<file path="config.mk">
export PLATFORM = sky130hd
export DESIGN_NAME = circular_deque_with_search_unit
export DESIGN_NICKNAME = d
export VERILOG_FILES = /design/src/design/cdq_pkg.sv /design/src/design/cdq_ram.sv /design/src/design/circular_deque_with_search_unit.sv
export SDC_FILE = /design/constraint.sdc
export NUM_CORES = 1
export LEC_CHECK = 0
export BUFFER_PORTS_ARGS = -buffer_cell sky130_fd_sc_hd__buf_2
export CAP_MARGIN = 20
export CORE_MARGIN = 5
export CORE_UTILIZATION = 50
export DETAILED_ROUTE_END_ITERATION = 10
export PLACE_DENSITY = 0.66
export SKIP_CTS_REPAIR_TIMING = 1
export SYNTH_ARGS = -nofsm -noshare
export SYNTH_HDL_FRONTEND = slang
export SYNTH_SLANG_ARGS = --single-unit
</file>
<file path="constraint.sdc">
create_clock -name clk_i -period 5.18 [get_ports clk_i]
set_input_delay 0.777 -clock clk_i [delete_from_list [all_inputs] [get_ports clk_i]]
set_output_delay 0.777 -clock clk_i [all_outputs]
set_load 0.05 [all_outputs]
</file>
<file path="src/design/cdq_pkg.sv">
// Shared types and constants for the circular deque with search.
`timescale 1ns / 1ps

package cdq_pkg;

  localparam int unsigned MODE_W       = 3;
  localparam int unsigned WORD_W       = 32;
  localparam int unsigned STATUS_W     = 2;
  localparam int unsigned POS_W        = 5;
  localparam int unsigned RESULT_LIMIT = 16;

  typedef enum logic [MODE_W-1:0] {
    MODE_PUSH_FRONT = 3'd0,
    MODE_PUSH_BACK  = 3'd1,
    MODE_POP_FRONT  = 3'd2,
    MODE_POP_BACK   = 3'd3,
    MODE_SEARCH     = 3'd4,
    MODE_DUMP       = 3'd5
  } mode_e;

  typedef enum logic [STATUS_W-1:0] {
    STAT_OK        = 2'd0,
    STAT_OVERFLOW  = 2'd1,
    STAT_UNDERFLOW = 2'd2,
    STAT_NOT_FOUND = 2'd3
  } status_e;

  typedef enum logic [2:0] {
    S_IDLE = 3'b001,
    S_READ = 3'b010,
    S_OUT  = 3'b100
  } state_e;

endpackage

</file>
<file path="src/design/cdq_ram.sv">
// Generic single-write, single-read RAM with registered read data.
`timescale 1ns / 1ps

module cdq_ram #(
  parameter int unsigned WIDTH = 32,
  parameter int unsigned DEPTH = 16
) (
  input  logic                     clk_i,
  input  logic                     wr_en_i,
  input  logic [$clog2(DEPTH)-1:0] wr_addr_i,
  input  logic [WIDTH-1:0]         wr_data_i,
  input  logic                     rd_en_i,
  input  logic [$clog2(DEPTH)-1:0] rd_addr_i,
  output logic [WIDTH-1:0]         rd_data_o
);

  logic [WIDTH-1:0] mem_q [DEPTH];
  logic [WIDTH-1:0] rd_data_q;

  always_ff @(posedge clk_i) begin
    if (wr_en_i) begin
      mem_q[wr_addr_i] <= wr_data_i;
    end
    if (rd_en_i) begin
      rd_data_q <= mem_q[rd_addr_i];
    end
  end

  assign rd_data_o = rd_data_q;

endmodule

</file>
<file path="src/design/circular_deque_with_search_unit.sv">
// Bounded ring-buffer deque of 32-bit words with search and dump, one RAM read port walked by a
// small sequencer.
`timescale 1ns / 1ps

// Deque of up to DEPTH signed words held in one RAM with a registered read port. One item is
// taken at a time; in_ready_o is low until its last result transfer. Push: result valid the
// cycle after acceptance. Pop: one RAM read in S_READ, then the result in S_OUT. Search: one
// RAM read per entry compared, in S_READ, until a match or the last entry, then the result in
// S_OUT. Dump: one result per entry (at most 16), each with a RAM read in S_READ and then an
// output transfer in S_OUT. The single RAM read port serializes these reads. Overflow and
// underflow go straight to S_OUT; ignored modes (six, seven) are dropped in S_IDLE.
module circular_deque_with_search_unit #(
  parameter int unsigned DEPTH = 16
) (
  input  logic                                clk_i,
  input  logic                                rst_ni,
  input  logic                                in_valid_i,
  output logic                                in_ready_o,
  input  logic [cdq_pkg::MODE_W-1:0]          mode_i,
  input  logic signed [cdq_pkg::WORD_W-1:0]   value_i,
  output logic                                out_valid_o,
  input  logic                                out_ready_i,
  output logic [cdq_pkg::STATUS_W-1:0]        status_o,
  output logic signed [cdq_pkg::WORD_W-1:0]   word_o,
  output logic [cdq_pkg::POS_W-1:0]           position_o,
  output logic                                last_o
);

  import cdq_pkg::*;

  localparam int unsigned IDX_W = $clog2(DEPTH);
  localparam int unsigned CNT_W = $clog2(DEPTH + 1);
  localparam logic [IDX_W-1:0] LAST_SLOT = IDX_W'(DEPTH - 1);

  state_e              state_q, state_d;
  logic [IDX_W-1:0]    front_q, front_d;
  logic [CNT_W-1:0]    occ_q, occ_d;
  logic [CNT_W-1:0]    i_q, i_d;
  mode_e               mode_q, mode_d;
  logic [WORD_W-1:0]   val_q, val_d;
  status_e             status_q, status_d;
  logic [WORD_W-1:0]   word_q, word_d;
  logic [POS_W-1:0]    pos_q, pos_d;
  logic                last_q, last_d;

  logic [CNT_W-1:0]    i_inc;
  logic [CNT_W-1:0]    offset;
  logic [CNT_W:0]      slot_sum;
  logic [IDX_W-1:0]    slot;
  logic [IDX_W-1:0]    front_dec;
  logic [IDX_W-1:0]    front_inc;
  logic                full;
  logic                empty;
  logic                dump_end;

  logic                wr_en;
  logic [IDX_W-1:0]    wr_addr;
  logic                rd_en;
  logic [WORD_W-1:0]   rd_data;

  assign i_inc     = i_q + CNT_W'(1);
  assign full      = (occ_q == CNT_W'(DEPTH));
  assign empty     = (occ_q == '0);
  assign front_dec = (front_q == '0) ? LAST_SLOT : front_q - IDX_W'(1);
  assign front_inc = (front_q == LAST_SLOT) ? '0 : front_q + IDX_W'(1);
  assign dump_end  = (i_inc == occ_q) ||
                     ({{(32 - CNT_W){1'b0}}, i_inc} == 32'(RESULT_LIMIT));

  // Shared slot unit: front plus offset, wrapped once into the ring.
  always_comb begin
    offset = i_inc;
    if (state_q == S_IDLE) begin
      case (mode_i)
        MODE_PUSH_BACK: offset = occ_q;
        MODE_POP_BACK:  offset = occ_q - CNT_W'(1);
        default:        offset = '0;
      endcase
    end
  end

  always_comb begin
    slot_sum = (CNT_W+1)'(front_q) + (CNT_W+1)'(offset);
    if (slot_sum >= (CNT_W+1)'(DEPTH)) begin
      slot_sum = slot_sum - (CNT_W+1)'(DEPTH);
    end
    slot = slot_sum[IDX_W-1:0];
  end

  assign wr_addr = (mode_i == MODE_PUSH_FRONT) ? front_dec : slot;

  always_comb begin
    state_d  = state_q;
    front_d  = front_q;
    occ_d    = occ_q;
    i_d      = i_q;
    mode_d   = mode_q;
    val_d    = val_q;
    status_d = status_q;
    word_d   = word_q;
    pos_d    = pos_q;
    last_d   = last_q;
    wr_en    = 1'b0;
    rd_en    = 1'b0;

    case (state_q)
      S_IDLE: begin
        if (in_valid_i) begin
          mode_d   = mode_e'(mode_i);
          val_d    = value_i;
          i_d      = '0;
          status_d = STAT_OK;
          word_d   = '0;
          pos_d    = '0;
          last_d   = 1'b1;
          case (mode_i)
            MODE_PUSH_FRONT, MODE_PUSH_BACK: begin
              state_d = S_OUT;
              if (full) begin
                status_d = STAT_OVERFLOW;
              end else begin
                wr_en = 1'b1;
                occ_d = occ_q + CNT_W'(1);
                if (mode_i == MODE_PUSH_FRONT) begin
                  front_d = front_dec;
                end
              end
            end
            MODE_POP_FRONT, MODE_POP_BACK, MODE_SEARCH, MODE_DUMP: begin
              if (empty) begin
                status_d = STAT_UNDERFLOW;
                state_d  = S_OUT;
              end else begin
                rd_en   = 1'b1;
                state_d = S_READ;
                if (mode_i == MODE_POP_FRONT) begin
                  front_d = front_inc;
                  occ_d   = occ_q - CNT_W'(1);
                end else if (mode_i == MODE_POP_BACK) begin
                  occ_d = occ_q - CNT_W'(1);
                end
              end
            end
            default: begin
              // Unused modes are dropped without a result.
            end
          endcase
        end
      end

      S_READ: begin
        case (mode_q)
          MODE_POP_FRONT, MODE_POP_BACK: begin
            word_d  = rd_data;
            state_d = S_OUT;
          end
          MODE_SEARCH: begin
            if (rd_data == val_q) begin
              pos_d   = POS_W'(i_inc);
              state_d = S_OUT;
            end else if (i_inc == occ_q) begin
              status_d = STAT_NOT_FOUND;
              state_d  = S_OUT;
            end else begin
              i_d   = i_inc;
              rd_en = 1'b1;
            end
          end
          MODE_DUMP: begin
            word_d  = rd_data;
            last_d  = dump_end;
            state_d = S_OUT;
          end
          default: begin
            state_d = S_IDLE;
          end
        endcase
      end

      S_OUT: begin
        if (out_ready_i) begin
          if ((mode_q == MODE_DUMP) && !last_q) begin
            i_d     = i_inc;
            rd_en   = 1'b1;
            state_d = S_READ;
          end else begin
            state_d = S_IDLE;
          end
        end
      end

      default: begin
        state_d = S_IDLE;
      end
    endcase
  end

  always_ff @(posedge clk_i or negedge rst_ni) begin
    if (!rst_ni) begin
      state_q <= S_IDLE;
      front_q <= '0;
      occ_q   <= '0;
      i_q     <= '0;
    end else begin
      state_q <= state_d;
      front_q <= front_d;
      occ_q   <= occ_d;
      i_q     <= i_d;
    end
  end

  always_ff @(posedge clk_i) begin
    mode_q   <= mode_d;
    val_q    <= val_d;
    status_q <= status_d;
    word_q   <= word_d;
    pos_q    <= pos_d;
    last_q   <= last_d;
  end

  cdq_ram #(
    .WIDTH(WORD_W),
    .DEPTH(DEPTH)
  ) u_ram (
    .clk_i    (clk_i),
    .wr_en_i  (wr_en),
    .wr_addr_i(wr_addr),
    .wr_data_i(value_i),
    .rd_en_i  (rd_en),
    .rd_addr_i(slot),
    .rd_data_o(rd_data)
  );

  assign in_ready_o  = (state_q == S_IDLE);
  assign out_valid_o = (state_q == S_OUT);
  assign status_o    = status_q;
  assign word_o      = word_q;
  assign position_o  = pos_q;
  assign last_o      = last_q;

  a_occ_bound: assert property (@(posedge clk_i) disable iff (!rst_ni)
    occ_q <= CNT_W'(DEPTH))
    else $error("occupancy above depth");

  a_front_bound: assert property (@(posedge clk_i) disable iff (!rst_ni)
    front_q <= LAST_SLOT)
    else $error("front index outside ring");

  a_push_grows: assert property (@(posedge clk_i) disable iff (!rst_ni)
    (in_valid_i && in_ready_o && !full &&
     ((mode_i == MODE_PUSH_FRONT) || (mode_i == MODE_PUSH_BACK)))
    |=> (occ_q == $past(occ_q) + CNT_W'(1)))
    else $error("push did not grow occupancy");

  a_busy_stable: assert property (@(posedge clk_i) disable iff (!rst_ni)
    (state_q != S_IDLE) |=> $stable(occ_q) && $stable(front_q))
    else $error("store pointers moved during a walk");

  a_miss_no_pos: assert property (@(posedge clk_i) disable iff (!rst_ni)
    (out_valid_o && (status_q != STAT_OK)) |-> (pos_q == '0) && (word_q == '0) && last_q)
    else $error("error result carries data");

endmodule
</file>
### Word level (Yosys, flattened, before mapping)

Memories as Yosys holds them, arrays and structs flattened. A register that Yosys moved wholly into a read port is not among the register bits.
Index checks and enable logic that the tools add are counted.

| word-level totals | value |
|---|---|
| memory bits (writable) | 512 |
| ROM bits | 0 |
| input port bits | 39 |
| latch bits | 0 |
| register bits after elaboration | 92 |
| output and inout port bits | 42 |
| logic and storage cells | 138 |
| memories kept | 1 |

| cells by class | value |
|---|---|
| bitwise gates (word level) | 0 |
| div/mod/pow operators | 0 |
| reductions and logical operators | 21 |
| equality and inequality tests | 34 |
| muxes and demuxes | 64 |
| shifts and indexed selects | 0 |
| $lt $le $gt $ge | 1 |
| add/subtract/negate cells | 7 |
| multiply operators | 0 |

Memory list:

| memory | words | width | rd ports | clocked after Yosys merged registers in | wr ports | line | source |
|---|---|---|---|---|---|---|---|
| u_ram.mem_q | 16 | 32 | 1 | 1 | 1 | cdq_ram.sv:17 | `logic [WIDTH-1:0] mem_q [DEPTH];` |

Operator list:

| operator | count |
|---|---|
| $mux W5 | 13 |
| $mux W32 | 2 |
| $pmux W32 S2 | 1 |
| $eq A32 B32 Y1 | 1 |
| $mux W4 | 8 |
| $pmux W5 S2 | 3 |
| $ne A2 B2 Y1 const B | 12 |
| $mux W1 | 17 |
| $eq A3 B2 Y1 const B | 5 |
| $eq A3 B3 Y1 const B | 5 |
| $mux W3 | 5 |
| $pmux W5 S3 | 1 |
| $reduce_and A7 Y1 | 2 |
| $mux W2 | 6 |
| $pmux W3 S2 | 2 |
| $add A5 B1 Y5 const B | 2 |
| $eq A5 B5 Y1 const B | 2 |
| $pmux W3 S3 | 1 |
| $pmux W2 S2 | 2 |
| $pmux W4 S2 | 1 |
| $reduce_and A4 Y1 | 2 |
| $sub A4 B1 Y4 const B | 2 |
| $add A4 B5 Y6 | 1 |
| $eq A3 B1 Y1 const B | 2 |
| other kinds (26) | 29 |

### Longest topological paths before layout

Gate-level depths: netlist of run 1.

| logic depth | value |
|---|---|
| word-level depth | 7 |
| depth in mapped cells | 14 |
| depth with buffers taken out | 12 |

### Hierarchy

From an unflattened synthesis of run 1, not the netlist that was laid out.

| unflattened totals | value |
|---|---|
| cell total of the unflattened synthesis | 1,217 |
| area total of the unflattened synthesis | 24,787.5 um^2 |

By module, submodules not included:

| module | area each (um^2) | sequential area each (um^2) | times used | cells an instance |
|---|---|---|---|---|
| cdq_ram | 20,155.6 | 16,335.7 | 1 | 838 |
| circular_deque_with_search_unit | 4,631.9 | 2,678.8 | 1 | 379 |

### Worst setup path before layout of run 1

OpenSTA, ideal clock, no wires.

| timing path | value |
|---|---|
| kind | reg2reg |
| start | reg state_q[0] |
| end | mem u_ram.mem_q[12][0], enable pin |
| slack | 0.163 ns |
| required time | 4.759 ns |
| arrival | 4.596 ns |
| clock period less this slack | 5.017 ns |
| stages on the path, launching flop included | 13 |
| library setup time | 0.421 ns |
| path buffers | 2 |
| cells stage by stage | dfstp_2 -> nor3b_4 -> nand3_2 -> o22ai_1 -> ha_1 -> inv_1 -> fa_1 -> buf_2 -> buf_1 -> mux2i_1 -> nor2_1 -> nand2_1 -> nor2_1 |

| on the way | value |
|---|---|
| longest elaborated chain between the ends | 6 |
| elaborated cells on any way between the ends | 10 |

Ends and longest elaborated chain:

| element | line | source |
|---|---|---|
| from (decl) | circular_deque_with_search_unit.sv:35 | `state_e state_q, state_d;` |
| from (signal assigned) | circular_deque_with_search_unit.sv:204 | `state_q <= state_d;` |
| $eq A3 B1 Y1 (*) | - |  |
| named net in_ready_o | circular_deque_with_search_unit.sv:18 | `output logic in_ready_o,` |
| $mux W5 | circular_deque_with_search_unit.sv:72 | `if (state_q == S_IDLE) begin` |
| $add A4 B5 Y6 | circular_deque_with_search_unit.sv:82 | `slot_sum = (CNT_W+1)'(front_q) + (CNT_W+1)'(offset);` |
| $ge A6 B5 Y1 or $sub A4 B1 Y4 (tied branches) | circular_deque_with_search_unit.sv:83, circular_deque_with_search_unit.sv:84 |  |
| $mux W4 | circular_deque_with_search_unit.sv:83 | `if (slot_sum >= (CNT_W+1)'(DEPTH)) begin` |
| $mux W4 | circular_deque_with_search_unit.sv:89 | `assign wr_addr = (mode_i == MODE_PUSH_FRONT) ? front_dec : slot;` |
| to (decl) | cdq_ram.sv:17 |  |

Mark *: on every way through the listed nets, which the timed path passes. The rest lies on a longest branch.

### Final worst setup path of run 1

| timing path | value |
|---|---|
| start | reg state_q[0] |
| end | mem u_ram.mem_q[15][17], enable pin |

| on the way | value |
|---|---|
| longest elaborated chain between the ends | 6 |
| elaborated cells on any way between the ends | 10 |

Ends and longest elaborated chain:

| element | line |
|---|---|
| $eq A3 B1 Y1 (*) | circular_deque_with_search_unit.sv:72, circular_deque_with_search_unit.sv:105 |
| $mux W5 | circular_deque_with_search_unit.sv:72 |
| $add A4 B5 Y6 | circular_deque_with_search_unit.sv:82 |
| $ge A6 B5 Y1 or $sub A4 B1 Y4 (tied branches) | circular_deque_with_search_unit.sv:83, circular_deque_with_search_unit.sv:84 |
| $mux W4 | circular_deque_with_search_unit.sv:83 |
| $mux W4 | circular_deque_with_search_unit.sv:89 |

Every way passes the cells marked *; elsewhere a longest branch is shown, timed or not.

==> impl_results.md, run 1 <==
- DR pass1 iterations: 5
- Area contributors post-synth: edfxtp_1 (74%), mux4_2 (11%), and2_1 (1.6%)
- Vias in the first global route: 12663
- Final Skew: 0.01751 ns
- Critical path arrival: 4.48 ns
- Total chip power: 20.24 mW
- Grt total ovfl: 0
- Number of H-tree levels: 2
- RSZ-0062 raised after global routing: false
- Num Clock Sinks: 636
- Hold WS: 0.07744 ns
- Antenna cells: 0
- Total number of vias: 12578
- Via density: 5.911
- Multi-input gate area: 5954 um2
- Die Width: 234.2 um
- CP Max Fanout: 21
- Routed length per instance: 26.63 um
- Slowest stage delay, CP: 0.68 ns
- Number of library cell types mapped by synthesis: 64
- Min Clock Period, post-route: 4.174 ns
- Crit path buffers/inverters: 2
- Initial Util: 0.5028
- IO Pins: 81
- Initial antenna violation count: 2
- Crit path cell chain: nor3b_4 -> nand3_2 -> o22ai_1 -> ha_4 -> inv_1 -> fa_4 -> mux2i_1 -> and4_1 -> nand2_1 -> nor2_4 -> buf_12
- Pin count of the biggest net entering global routing: 68
- Num rows: 82
- Pwr Density: 704.9 nW/um2
- Core area: 49970 um2
- Slew Limit Fails: 0
- Clk_lat worst skew: 0.62 ns
- Filler Cell Count: 3727
- Clk buf depth: 3
- Leading area contributor after synthesis: edfxtp_1
- Nets@finish: 1461
- Routability cong.: 0.8432
- Final hold vios: 0
- Die ar.: 54830 um2
- Critical Path End Type: flop
- HPWL Detailed: 31150 um
- IO buf count: 80
- Area share of the largest cell type after synthesis: 0.7398
- DR iter-0 viols: 1438
- TritonCTS Buffers: 61
- Mapped cell area: 25120 um2
- Layout area overhead: 14.29%
- Synth Register Bits: 636
- Ys Warns: 0
- Crit Path Category: flop to flop
- Slew HR: 0.3477
- Layout cells sized above 1: 0.2576
- Global-route wire length before repair: 83880 um
- FF-to-FF path depth: 11
- Post-route ant nets: 0
- Max cap viols: 0
- CP Depth: 11
- Leakage dissipation: 9.376 nW
- Register area share after synthesis: 0.7568
- Critical Path Start Type: flop
- Worst path top cell family by delay: simple AND/OR/NAND/NOR gates
- Remaining DRCs: 0
- Avg Cell Area, Syn: 19.48 um2
- # setup viols final: 0
- Cells after synthesis: 1290
- Maximum clock frequency: 239.6 MHz
- Setup TNS: 0 ns
- Clk root buf: clkbuf_16
- Type of the worst min-delay path: input pin to asynchronous set/reset pin
- Syn_nets: 1344
- CTS tree: built
- Run status: finished, final reports clean
- Tot GR Track Use: 0.2103
- Max VDD drop: 0.8233 mV
- CP max stage cell: fa_4
- CP required: 5.49 ns
- Number of synthesized flops with an enable pin: 619
- Reg clk slew, reported paths: 0.06 ns
- Period utilization: 0.8058
- Least-Margin Pin Slew: 0.9785 ns
- Sequential cell area: 19010 um2
- Asr flop ratio synth: 0.02673
- Die height: 234.2 um
- Top FF cell, synth: edfxtp_1
- Drt total wl: 56660 um
==> metrics by stage <==
| stage | util | setup WS, ns | instances | area [um2] |
|---|---|---|---|---|
| finish | 0.5747 | 1.006 | 2128 | 28710 |
| floorplan | - | 0.1628 | 1290 | 25120 |
| CTS | 0.5747 | 0.9829 | 2128 | 28710 |
| detailed placement | 0.5350 | 1.034 | 2016 | 26730 |
| global route | 0.5747 | 0.7763 | 2128 | 28710 |
| global placement | 0.5346 | 1.068 | 2015 | 26710 |
==> cell usage after synthesis (3+ instances only) <==
library cell / count
edfxtp_1: 619
nor3b_1: 3
buf_2: 20
and2_1: 64
nand2_1: 84
mux4_2: 128
nand4_1: 3
nand3_1: 10
inv_1: 15
nor2b_1: 3
xnor2_1: 11
xor2_1: 43
buf_1: 3
dfrtp_1: 16
nor3_1: 9
o21ai_0: 16
a21oi_1: 10
o22ai_1: 4
a211oi_1: 32
nand2b_1: 5
nor2_1: 38
a22o_1: 4
o31ai_1: 5
nor4_1: 8
mux2i_1: 3
ha_1: 14
a31oi_1: 33
clkbuf_1: 41
==> cell usage in the layout, fill, tap and decap left out, types with 7 or more instances in the layout <==
| cell type | count |
|---|---|
| a31oi_1 | 33 |
| a21oi_1 | 10 |
| edfxtp_1 | 619 |
| nor4_1 | 8 |
| o21ai_0 | 16 |
| clkinv_2 | 10 |
| nand2_1 | 83 |
| clkinv_1 | 13 |
| inv_1 | 15 |
| a211oi_1 | 32 |
| nor2_4 | 17 |
| dfrtp_1 | 16 |
| buf_12 | 13 |
| nor3_1 | 9 |
| xnor2_1 | 9 |
| xor2_1 | 42 |
| buf_2 | 80 |
| and2_1 | 64 |
| nand3_1 | 10 |
| nor2_1 | 21 |
| mux4_2 | 128 |
| bufinv_16 | 7 |
| ha_1 | 13 |
| clkbuf_1 | 14 |
| buf_4 | 27 |
| clkbuf_16 | 63 |
==> flip-flops by register name, summed over array words and instances, names as in the netlist, 3 cells and up <==
name / cells
u_ram.mem_q: 512
u_ram.rd_data_o: 32
val_q: 32
word_o: 32
i_q: 5
occ_q: 5
position_o: 5
front_q: 4
mode_q: 3
state_q: 3
==> cell families (layout without fill, tap and decap cells) <==
logic type,Yosys count,in the layout,synth area share
buffers and inverters,82,248,0.01355
XOR/XNOR,56,56,0.02072
AO/OA/AOI/OAI,124,124,0.03456
flip-flops,636,636,0.7568
multiplexers,133,133,0.1168
adder cells (fa/ha/maj),15,15,0.007769
AND/OR/NAND/NOR,244,244,0.04975
==> report_power, final <==
| part | internal [mW] | total [mW] | switching (mW) |
|---|---|---|---|
| sequential | 6.34 | 6.59 | 0.249 |
| combinational | 4.13 | 9.25 | 5.12 |
| clock | 2.56 | 4.41 | 1.84 |
==> layer usage <==
metal  part of all wire  global-route usage  vias up
met3              0.067             0.03257       92
met1               0.42              0.3107     6561
met5                  0                   0        -
met4              0.030             0.07029        0
met2               0.48              0.3268      498
li1                   -                   -     5427
==> layout make-up <==
class | instances | area share
sequential | 636 | 0.6622
multi-input combinational | 572 | 0.2074
clock buffer | 77 | 0.05673
timing repair buffer | 120 | 0.03007
tap | 672 | 0.02928
clock inverter | 35 | 0.01224
inverter | 16 | 0.002092
==> worst paths after layout <==
check	start	endpoint	slack, ns
max	state_q[0]	u_ram.mem_q[15][17]	1.01
min	rst_ni	state_q[2]	0.08
max reg2reg	state_q[0]	u_ram.mem_q[15][17]	1.01
min reg2reg	u_ram.rd_data_o[7]	word_o[7]	0.57
max in group asynchronous	rst_ni	state_q[0]	4.79
min in group clk_i	out_ready_i	state_q[1]	0.43
(Power assumes the default switching activity.)
==> inputs of run 2 (changes only) <==
Settings changed: PLACE_DENSITY 0.66 to 0.69.
Clock period 5.18 ns to 3.3 ns, I/O delays scaled along.
==> run 2 against run 1 <==
  * The flow now finishes with violations (setup timing)
  * Via count is 8.1% higher
  * Wire length up 10%
  * Largest cell class unchanged
  * First-iteration DRC count rose by 9.3%
  * Highest routed layer is now met5
  * Largest power group unchanged
==> impl_results.md, run 2 (same netlist as run 1, synthesis figures left out) <==
- Crit Path Category: flop to flop
- Initial antenna violation count: 2
- CP required: 3.62 ns
- TritonCTS Buffers: 61
- Dpl ws: -0.2879 ns
- Total chip power: 35.92 mW
- Most frequent cells in the layout: edfxtp_1 (619), mux4_2 (128), buf_4 (81)
- Routability cong.: 0.8378
- IO buf count: 80
- CP Max Fanout: 11
- CTS tree: built
- Post-DP Area: 27710 um2
- Initial Util: 0.5028
- Maximum clock frequency: 277.8 MHz
- Filler Cell Count: 3461
- Remaining DRCs: 0
- FF-to-FF path depth: 14
- Global-route wire length before repair: 87220 um
- Hold WS: 0.1416 ns
- Period utilization: 1.091
- Critical path arrival: 3.92 ns
- Final Cell Area: 30600 um2
- Leakage dissipation: 10.25 nW
- Layout cells sized above 1: 0.3430
- Final hold vios: 0
- Slew HR: 0.5985
- CP dominant cell by count: buf_12
- Run status: finished with violations
- FF-to-FF setup slack: -0.30 ns
- DR pass1 iterations: 5
- Max VDD drop: 0.9362 mV
- Critical Path End Type: flop
- Crit path cell chain: nor3b_4 -> nand3_2 -> o22ai_4 -> ha_4 -> inv_2 -> fa_4 -> buf_12 -> mux2i_4 -> buf_6 -> and4_4 -> nand2_8 -> nor2_4 -> buf_12 -> buf_12
- Cells after DPL: 2098
- Critical Path Start Type: flop
- Multi-input gate area: 6222 um2
- Routed length per instance: 27.66 um
- Die height: 234.2 um
- Non-filler cells, final: 2256
- Num rows: 82
- WHS Endpoint: state_q[1]
- Die ar.: 54830 um2
- Least-Margin Pin Slew: 0.5968 ns
- Final setup margin: -0.2998 ns
- Number of H-tree levels: 2
- Nets@finish: 1589
- Max cap viols: 0
- Num Clock Sinks: 636
- Post-route ant nets: 0
- Type of the worst min-delay path: input pin to flop
- Clk_lat worst skew: 0.61 ns
- Most common cell after layout, fill and taps aside: edfxtp_1
- RSZ-0062 raised after global routing: true
- Biggest register: u_ram.mem_q
- Via density: 6.027
- Worst hold start: out_ready_i
- R2r endpoint: u_ram.mem_q[7][19]
- Die Width: 234.2 um
- Slew Limit Fails: 0
- CP max stage cell: fa_4
- Grt total ovfl: 0
- Number of flip-flops in the largest register: 512
- Vias in the first global route: 13233
- Total number of vias: 13598
- Tot GR Track Use: 0.2173
- Reg clk slew, reported paths: 0.06 ns
- Min Clock Period, post-route: 3.600 ns
- Worst hold path stage count: 2
- Core area: 49970 um2
- Clk root buf: clkbuf_16
- Final Skew: 0.01468 ns
- RR Startpoint: state_q[0]
- Sequential cell area: 19010 um2
- Layout area overhead: 21.80%
- IO Pins: 81
- Drt total wl: 62390 um
- HPWL Detailed: 35680 um
- # setup viols final: 544
- Failing checks: setup timing
- DR iter-0 viols: 1572
- Slowest stage delay, CP: 0.66 ns
- Clk buf depth: 3
- Pwr Density: 1174 nW/um2
- Pin count of the biggest net entering global routing: 42
==> run 2: cell types whose count changed in the layout (fill, tap and decap cells not counted), moves of 3 or more <==
cell | before | now
clkinv_2 | 10 | 15
a211oi_1 | 32 | 11
buf_8 | 0 | 8
clkbuf_16 | 63 | 73
a211oi_2 | 1 | 22
o22ai_1 | 4 | 1
and2_1 | 64 | 61
nand2_1 | 83 | 77
and2_4 | 0 | 3
bufinv_16 | 7 | 3
buf_6 | 0 | 20
buf_4 | 27 | 81
buf_12 | 13 | 45
==> run 2: through the flow <==
step | utilization | setup TNS, ns
global placement | 0.5546 | -68.41
finish | 0.6125 | -123.86
detailed placement | 0.5546 | -96.84
floorplan | - | -365.91
CTS | 0.5920 | -116.88
global route | 0.6125 | -170.24
==> run 2: worst max path at each step <==
stage,from,endpoint,slack (ns),cells after the start
5_1_grt,state_q[0],u_ram.mem_q[9][16],-0.36,14
3_5_place_dp,state_q[0],u_ram.rd_data_o[19],-0.29,11
3_3_place_gp,i_q[0],u_ram.mem_q[9][25],-0.20,12
4_1_cts,state_q[0],u_ram.rd_data_o[17],-0.37,11
2_1_floorplan,state_q[0],u_ram.mem_q[13][0],-0.71,12
6_report,state_q[0],u_ram.mem_q[7][19],-0.30,14
==> run 2: power by group <==
part / switching [mW] / leakage [nW] / internal, mW
combinational: 9.66 / 3.51 / 9.35
sequential: 0.372 / 5.82 / 9.95
clock: 2.92 / 0.915 / 3.66
total: 13.0 / 10.2 / 23.0
==> run 2: metal layers <==
layer  share of wire  vias to the layer above  global-route usage
met3           0.090                      104             0.04274
met1            0.39                     7127              0.3072
met4           0.020                        2             0.05285
li1                -                     5683                   -
met5         0.00011                        -                   0
met2            0.50                      682              0.3551
==> run 2: cell type report <==
class,count,share of cell area
Clock inverter,37,0.008831
Clock buffer,74,0.05217
Inverter,16,0.001963
Antenna cell,1,0.00008177
Sequential cell,636,0.6214
Timing Repair Buffer,248,0.08480
Multi-Input combinational cell,572,0.2033
Tap cell,672,0.02748
==> run 2: worst max-delay path: cells and delay by family, from the launching register on <==
kind	cells	cell delay (ns)
compound gates	1	0.19
flops	1	0.53
fa+ha+maj	2	0.82
buf+inv	5	0.64
mux	1	0.16
simple gates	5	0.92
